===== src/rtl/gsu_pkg.sv =====
// Shared types, constants and escape table for the GSM septet unpacker.
`timescale 1ns / 1ps
`default_nettype none
package gsu_pkg;

  localparam logic [6:0] EscSeptet = 7'd27;

  // skip = ceil((len + 1) * 8 / 7) as (x * SkipRecip) >> SkipShift, x = (len + 1) * 8 + 6
  localparam int SkipRecip = 2341;
  localparam int SkipShift = 14;

  localparam int FifoDepth = 4;
  localparam int PtrW      = $clog2(FifoDepth);
  localparam int CntW      = $clog2(FifoDepth + 1);

  typedef struct packed {
    logic       msg_active;
    logic [7:0] septet_index;
    logic [7:0] septet_total;
    logic [7:0] skip_septets;
    logic       esc_pending;
    logic [7:0] chars_emitted;
  } gsu_state_t;

  typedef struct packed {
    logic       valid;
    logic [6:0] character;
    logic       has_char;
    logic       last;
    logic [7:0] char_count;
  } gsu_result_t;

  function automatic logic [6:0] esc_map(input logic [6:0] s);
    logic [6:0] c;
    unique case (s)
      7'd10:   c = 7'd12;
      7'd20:   c = 7'd94;   // ^
      7'd40:   c = 7'd123;  // {
      7'd41:   c = 7'd125;  // }
      7'd47:   c = 7'd92;   // backslash
      7'd60:   c = 7'd91;   // [
      7'd61:   c = 7'd126;  // ~
      7'd62:   c = 7'd93;   // ]
      7'd64:   c = 7'd124;  // |
      default: c = 7'd63;   // ?
    endcase
    return c;
  endfunction

endpackage
`default_nettype wire


===== src/rtl/gsu_take.sv =====
// One septet step: skip, escape handling, character count and end of message.
`timescale 1ns / 1ps
`default_nettype none
module gsu_take import gsu_pkg::*; (
  input  logic [6:0]  septet,
  input  gsu_state_t  st_in,
  output gsu_state_t  st_out,
  output gsu_result_t res
);

  logic       produced;
  logic [6:0] ch;
  logic [7:0] idx_next;

  always_comb begin
    st_out   = st_in;
    res      = '0;
    produced = 1'b0;
    ch       = '0;
    idx_next = st_in.septet_index + 8'd1;
    if (st_in.msg_active && (st_in.septet_index < st_in.septet_total)) begin
      st_out.septet_index = idx_next;
      if (st_in.septet_index >= st_in.skip_septets) begin
        if (st_in.esc_pending) begin
          st_out.esc_pending = 1'b0;
          produced           = 1'b1;
          ch                 = esc_map(septet);
        end else if (septet == EscSeptet) begin
          st_out.esc_pending = 1'b1;
        end else begin
          produced = 1'b1;
          ch       = septet;
        end
      end
      if (produced) begin
        st_out.chars_emitted = st_in.chars_emitted + 8'd1;
      end
      res.valid     = produced;
      res.has_char  = produced;
      res.character = ch;
      if (idx_next >= st_in.septet_total) begin
        res.valid          = 1'b1;
        res.last           = 1'b1;
        res.char_count     = st_out.chars_emitted;
        st_out.msg_active  = 1'b0;
        st_out.esc_pending = 1'b0;
      end
    end
  end

endmodule
`default_nettype wire


===== src/rtl/gsm_septet_unpacker_core.sv =====
// Top level: input register, septet unpacking, and result queue.
// Timing: an accepted octet is held in the input register, unpacked once the result
// queue has room for two results, and its results are written into the result queue.
// Throughput: one octet per cycle while the queue has room; every seventh octet yields
// up to two results; the four-entry queue drains one result per cycle and so sets the rate.
// Reset (rst, synchronous): message idle, all counters and the result queue cleared.
`timescale 1ns / 1ps
`default_nettype none
module gsm_septet_unpacker_core import gsu_pkg::*; #(
  parameter int MAX_SEPTETS = 160
) (
  input  logic       clk,
  input  logic       rst,
  input  logic       in_valid,
  output logic       in_ready,
  input  logic [7:0] octet,
  input  logic       start_req,
  input  logic       with_header,
  output logic       out_valid,
  input  logic       out_ready,
  output logic [6:0] character,
  output logic       has_char,
  output logic       last,
  output logic [7:0] char_count
);

  localparam logic [7:0] MaxSeptets = 8'(MAX_SEPTETS);

  logic        stg_valid;
  logic [7:0]  stg_octet;
  logic        stg_start;
  logic        stg_hdr;

  gsu_state_t  st, st_next, st_a, t0_st, t1_st;
  gsu_result_t t0_res, t1_res, r0, r1, w_a;
  logic [7:0]  prev_octet, prev_octet_next;
  logic [2:0]  bit_phase, bit_phase_next, p;
  logic        hdr_pending, hdr_pending_next;

  logic [15:0] pair;
  logic [6:0]  s1;
  logic [8:0]  len_inc;
  logic [11:0] skip_x;
  logic [25:0] skip_prod;
  logic [11:0] skip_full;
  logic [7:0]  clamp_total;

  gsu_result_t      fifo [FifoDepth];
  logic [PtrW-1:0]  wr_ptr, rd_ptr;
  logic [CntW-1:0]  fifo_count, fifo_count_next;
  logic [1:0]       n_push;
  logic             pop, proc_go;

  assign proc_go  = stg_valid && (fifo_count <= CntW'(FifoDepth - 2));
  assign in_ready = !stg_valid || proc_go;

  always_ff @(posedge clk) begin
    if (rst) begin
      stg_valid <= 1'b0;
    end else if (in_ready) begin
      stg_valid <= in_valid;
    end
    if (in_ready && in_valid) begin
      stg_octet <= octet;
      stg_start <= start_req;
      stg_hdr   <= with_header;
    end
  end

  always_comb begin
    p         = (bit_phase > 3'd6) ? 3'd0 : bit_phase;
    pair      = {stg_octet, prev_octet};
    s1        = 7'(pair >> (4'd8 - {1'b0, p}));
    len_inc   = {1'b0, stg_octet} + 9'd1;
    skip_x    = {len_inc, 3'b000} + 12'd6;
    skip_prod = 26'(skip_x) * 26'(SkipRecip);
    skip_full = skip_prod[SkipShift +: 12];
    st_a      = st;
    if (hdr_pending) begin
      st_a.skip_septets = (skip_full > 12'd255) ? 8'd255 : skip_full[7:0];
    end
    clamp_total = (stg_octet > MaxSeptets) ? MaxSeptets : stg_octet;
  end

  gsu_take u_take0 (
    .septet (s1),
    .st_in  (st_a),
    .st_out (t0_st),
    .res    (t0_res)
  );

  gsu_take u_take1 (
    .septet (stg_octet[7:1]),
    .st_in  (t0_st),
    .st_out (t1_st),
    .res    (t1_res)
  );

  always_comb begin
    st_next          = st;
    prev_octet_next  = prev_octet;
    bit_phase_next   = bit_phase;
    hdr_pending_next = hdr_pending;
    r0               = '0;
    r1               = '0;
    if (proc_go) begin
      if (stg_start) begin
        st_next              = '0;
        prev_octet_next      = '0;
        bit_phase_next       = '0;
        hdr_pending_next     = 1'b0;
        st_next.septet_total = clamp_total;
        if (clamp_total == 8'd0) begin
          r0.valid = 1'b1;
          r0.last  = 1'b1;
        end else begin
          st_next.msg_active = 1'b1;
          hdr_pending_next   = stg_hdr;
        end
      end else if (st.msg_active) begin
        hdr_pending_next = 1'b0;
        r0               = t0_res;
        prev_octet_next  = stg_octet;
        if (p == 3'd6) begin
          st_next        = t1_st;
          r1             = t1_res;
          bit_phase_next = 3'd0;
        end else begin
          st_next        = t0_st;
          bit_phase_next = p + 3'd1;
        end
      end
    end
  end

  always_ff @(posedge clk) begin
    if (rst) begin
      st          <= '0;
      prev_octet  <= '0;
      bit_phase   <= '0;
      hdr_pending <= 1'b0;
    end else begin
      st          <= st_next;
      prev_octet  <= prev_octet_next;
      bit_phase   <= bit_phase_next;
      hdr_pending <= hdr_pending_next;
    end
  end

  // result queue
  assign n_push          = {1'b0, r0.valid} + {1'b0, r1.valid};
  assign w_a             = r0.valid ? r0 : r1;
  assign pop             = out_valid && out_ready;
  assign fifo_count_next = fifo_count + CntW'(n_push) - CntW'(pop);

  always_ff @(posedge clk) begin
    if (rst) begin
      wr_ptr     <= '0;
      rd_ptr     <= '0;
      fifo_count <= '0;
    end else begin
      wr_ptr     <= wr_ptr + PtrW'(n_push);
      rd_ptr     <= rd_ptr + PtrW'(pop);
      fifo_count <= fifo_count_next;
    end
    if (n_push != 2'd0) begin
      fifo[wr_ptr] <= w_a;
    end
    if (n_push == 2'd2) begin
      fifo[wr_ptr + PtrW'(1)] <= r1;
    end
  end

  assign out_valid  = (fifo_count != '0);
  assign character  = fifo[rd_ptr].character;
  assign has_char   = fifo[rd_ptr].has_char;
  assign last       = fifo[rd_ptr].last;
  assign char_count = fifo[rd_ptr].char_count;

  a_fifo_bound: assert property (@(posedge clk) disable iff (rst)
    fifo_count <= CntW'(FifoDepth))
    else $error("result queue overflow");

  a_idle_no_escape: assert property (@(posedge clk) disable iff (rst)
    !st.msg_active |-> !st.esc_pending)
    else $error("escape pending while idle");

  a_index_in_range: assert property (@(posedge clk) disable iff (rst)
    st.msg_active |-> (st.septet_index < st.septet_total))
    else $error("active message past its septet count");

  a_phase_range: assert property (@(posedge clk) disable iff (rst)
    bit_phase <= 3'd6)
    else $error("bit phase out of range");

  a_two_push_room: assert property (@(posedge clk) disable iff (rst)
    (n_push == 2'd2) |-> (fifo_count <= CntW'(FifoDepth - 2)))
    else $error("double push without room");

endmodule
`default_nettype wire

===== config.mk =====
export PLATFORM = sky130hd
export DESIGN_NAME = gsm_septet_unpacker_core
export DESIGN_NICKNAME = d
export VERILOG_FILES = /design/src/rtl/gsu_pkg.sv /design/src/rtl/gsu_take.sv /design/src/rtl/gsm_septet_unpacker_core.sv
export SDC_FILE = /design/constraint.sdc
export NUM_CORES = 1
export LEC_CHECK = 0
export BUFFER_PORTS_ARGS = -buffer_cell sky130_fd_sc_hd__buf_2
export CORE_ASPECT_RATIO = 0.7
export CORE_MARGIN = 2
export CORE_UTILIZATION = 40
export CTS_BUF_LIST = sky130_fd_sc_hd__clkbuf_4
export DETAILED_ROUTE_END_ITERATION = 8
export SYNTH_ARGS = -nofsm -noshare
export SYNTH_HDL_FRONTEND = slang
export SYNTH_SLANG_ARGS = --single-unit

===== constraint.sdc =====
create_clock -name clk -period 11.3 [get_ports clk]
set_clock_uncertainty 0.05 [all_clocks]
set_input_delay 1.695 -clock clk [delete_from_list [all_inputs] [get_ports clk]]
set_output_delay 1.695 -clock clk [all_outputs]
set_load 0.005 [all_outputs]

==> flow_summary.json <==
{
  "status": "finished, final reports clean",
  "clk-insertion-delay-late_ns": 0.58,
  "clock_sinks": 132,
  "cts_resized": 0,
  "wl_met3_um": 2580,
  "clockRootBuffer": "clkbuf_4",
  "leakagePower_nw": 4.60,
  "grt_usage": 0.220,
  "cts_buffer_depth": 2,
  "hp-class": "register to register",
  "grt_max_degree": 49,
  "final_hold_viol_count": 0,
  "layout_common_cells": "ha_1 (123), nand2_1 (98), nor2_1 (89)",
  "cp.arrival_ns": 10.47,
  "setup.worst_path.end_class": "register",
  "period_needed_ns": 10.13,
  "syn_nets": 1362,
  "ir_drop_uv": 64.1,
  "async_reset_ff_frac": 0,
  "cts.htree.levels": 4,
  "detail_route.wl_per_cell_um": 19.9,
  "setup_tns_ns": 0,
  "drv_cap": 0,
  "grt_pass1_vias": 8915,
  "synth_ff_type": "edfxtp_1",
  "syn_area_sq_um": 11200,
  "p_per_area_nw_per_um2": 138,
  "detail_route.drc_violations": 0,
  "wirelength_met1_um": 16100,
  "io_pins": 33,
  "final_common_cell": "ha_1",
  "drtAntennaViolNets": 0,
  "final_nets": 1358,
  "ctsHoldBuffers": 0,
  "dpl_worst_slack_ns": 1.32,
  "rows": 51,
  "topRoutingLayerUsed": "met4",
  "dp_hpwl_um": 23400,
  "antenna_found_initial": 1,
  "die_x_um": 204,
  "fill_cells": 2674,
  "area_growth_syn_to_layout_pct": 7.14,
  "rsz0062_at_grt": "false",
  "slew_headroom": 0.294,
  "critical-path-top-delay-family": "simple AND/OR/NAND/NOR gates",
  "dieArea_sq_um": 29400,
  "synth-edff-count": 78,
  "period_share": 0.896,
  "routabilityCongestion": 0.914,
  "num_vias": 9569,
  "core-area_sq_um": 27700,
  "crit_type": "register to register",
  "synth_cell_types": 90,
  "cpPeakStageDelay_ns": 0.85,
  "grt_pass1_wl_um": 50200,
  "fmax_ghz": 0.0988,
  "cts_tree": "yes",
  "drt-initial-drc-count": 780,
  "slowest_stage": "edfxtp_1",
  "wl_met2_um": 12700,
  "reg2reg_slack_ns": 1.17,
  "cts_made_buffers": 17,
  "synth_cells": 1209,
  "required_ns": 11.65,
  "slew_viol_final": 0,
  "die_h_um": 144,
  "final_core_util": 0.433,
  "critPathBufInv": 3,
  "cpMostUsedCell": "ha_1",
  "critPathMaxFanout": 21,
  "ys_ff_latch": 132,
  "tightest_slew_ns": 1.05,
  "yosysWarnings": 0,
  "post_drt_via_cell_ratio": 6.02,
  "synth_area_per_cell_sq_um": 9.27,
  "overflow": 0,
  "setup_viol": 0,
  "post_cts_buffers": 0,
  "layout_setup_ws_ns": 1.17,
  "seq_area_frac_synth": 0.305,
  "drtPass1Iterations": 5,
  "io_buffers": 32,
  "wirelength_um": 31700,
  "start_kind": "register",
  "clk_pin_slew_worst_paths_ns": 0.13,
  "start_util": 0.405,
  "drive_above_1_share": 0.126
}
[worst min-delay path, cell delays in order, from the launching register on]
cell	delay [ns]
dfxtp_1	0.34
nand2_1	0.05
a21oi_1	0.06
[sequential cells by signal, summed over array words and instances, names as in the netlist]
register,flops
rd_ptr,2
bit_phase,3
prev_octet,8
stg_valid,1
hdr_pending,1
wr_ptr,2
st,34
stg_octet,8
stg_start,1
stg_hdr,1
fifo,68
fifo_count,3
[cell usage after synthesis (5+ instances only)]
| cell type | number | share of area |
|---|---|---|
| mux4_2 | 22 | 0.044 |
| a31oi_1 | 5 | 0.0028 |
| ha_1 | 123 | 0.14 |
| a22o_1 | 5 | 0.0039 |
| mux2i_1 | 7 | 0.0063 |
| clkbuf_1 | 50 | 0.017 |
| mux2_2 | 8 | 0.0080 |
| nor2b_1 | 15 | 0.0084 |
| o22ai_1 | 57 | 0.032 |
| and3_1 | 31 | 0.017 |
| xor2_1 | 23 | 0.018 |
| nor3_1 | 22 | 0.0098 |
| o21ai_0 | 55 | 0.025 |
| a21oi_1 | 47 | 0.021 |
| a22oi_1 | 20 | 0.013 |
| o21a_1 | 11 | 0.0074 |
| and2_1 | 9 | 0.0050 |
| edfxtp_1 | 78 | 0.21 |
| o32ai_1 | 11 | 0.0086 |
| nand3_1 | 40 | 0.018 |
| o21ai_1 | 5 | 0.0022 |
| inv_1 | 67 | 0.022 |
| nor4_1 | 8 | 0.0045 |
| nand2_1 | 98 | 0.033 |
| or3_1 | 8 | 0.0045 |
| fa_1 | 16 | 0.029 |
| o211ai_1 | 6 | 0.0040 |
| buf_1 | 8 | 0.0027 |
| o31ai_1 | 7 | 0.0047 |
| nand4_1 | 14 | 0.0078 |
| a21o_1 | 11 | 0.0074 |
| nand4b_1 | 5 | 0.0039 |
| a211oi_1 | 5 | 0.0034 |
| buf_2 | 10 | 0.0045 |
| nor3b_1 | 6 | 0.0040 |
| nor2_1 | 89 | 0.030 |
| xnor2_1 | 43 | 0.034 |
| dfxtp_1 | 54 | 0.096 |
| a221oi_1 | 5 | 0.0039 |
| nand2b_1 | 16 | 0.0089 |
| a21boi_0 | 5 | 0.0034 |
[stage by stage]
step,cell area (sq um),std cells,total power [mW],hold WS [ns]
after global routing,12000,1590,1.78,0.446
after CTS,12000,1589,1.66,0.426
after floorplan,11200,1209,1.10,0.376
after global placement,11700,1557,1.29,0.396
final,12000,1590,1.66,0.429
after detailed placement,11700,1557,1.30,0.400
[worst paths after layout]
kind	start	to	cells after the start
max reg2reg	stg_octet[3]$_DFFE_PP_	fifo[3][1]$_DFFE_PP_	30
min	st[24]$_SDFFE_PP0P_	st[24]$_SDFFE_PP0P_	2
min reg2reg	st[24]$_SDFFE_PP0P_	st[24]$_SDFFE_PP0P_	2
max	stg_octet[3]$_DFFE_PP_	fifo[3][1]$_DFFE_PP_	30
[layer usage]
metal | vias to the layer above | GRT usage
met5 | - | 0
met4 | 0 | 0.0408
met3 | 36 | 0.0342
met2 | 394 | 0.307
met1 | 4619 | 0.352
li1 | 4520 | -
[cell type report]
| type | instances | area, sq um | area share |
|---|---|---|---|
| clock buffer | 19 | 143 | 0.0119 |
| tap | 371 | 464 | 0.0387 |
| sequential | 132 | 3420 | 0.285 |
| inverter | 71 | 267 | 0.0222 |
| antenna | 1 | 2.50 | 0.000208 |
| timing repair buffer | 47 | 273 | 0.0227 |
| clock inverter | 13 | 158 | 0.0131 |
| multi-input combinational | 936 | 7280 | 0.606 |
[cell families after synthesis]
family | count (synthesis) | synth area share
DFF | 132 | 0.305
adders and majority gates | 141 | 0.168
xor gates and xnor gates | 66 | 0.0516
muxes | 37 | 0.0585
and+or+nand+nor | 389 | 0.179
buffers and inverters | 141 | 0.0494
AOI/OAI and AO/OA | 303 | 0.189
[report_power, final]
group / internal, mW / switching, mW
Combinational: 0.308 / 0.432
Clock: 0.158 / 0.202
Sequential: 0.527 / 0.0302
Total: 0.993 / 0.665
No activity file was read; power rests on OpenSTA's default activity.
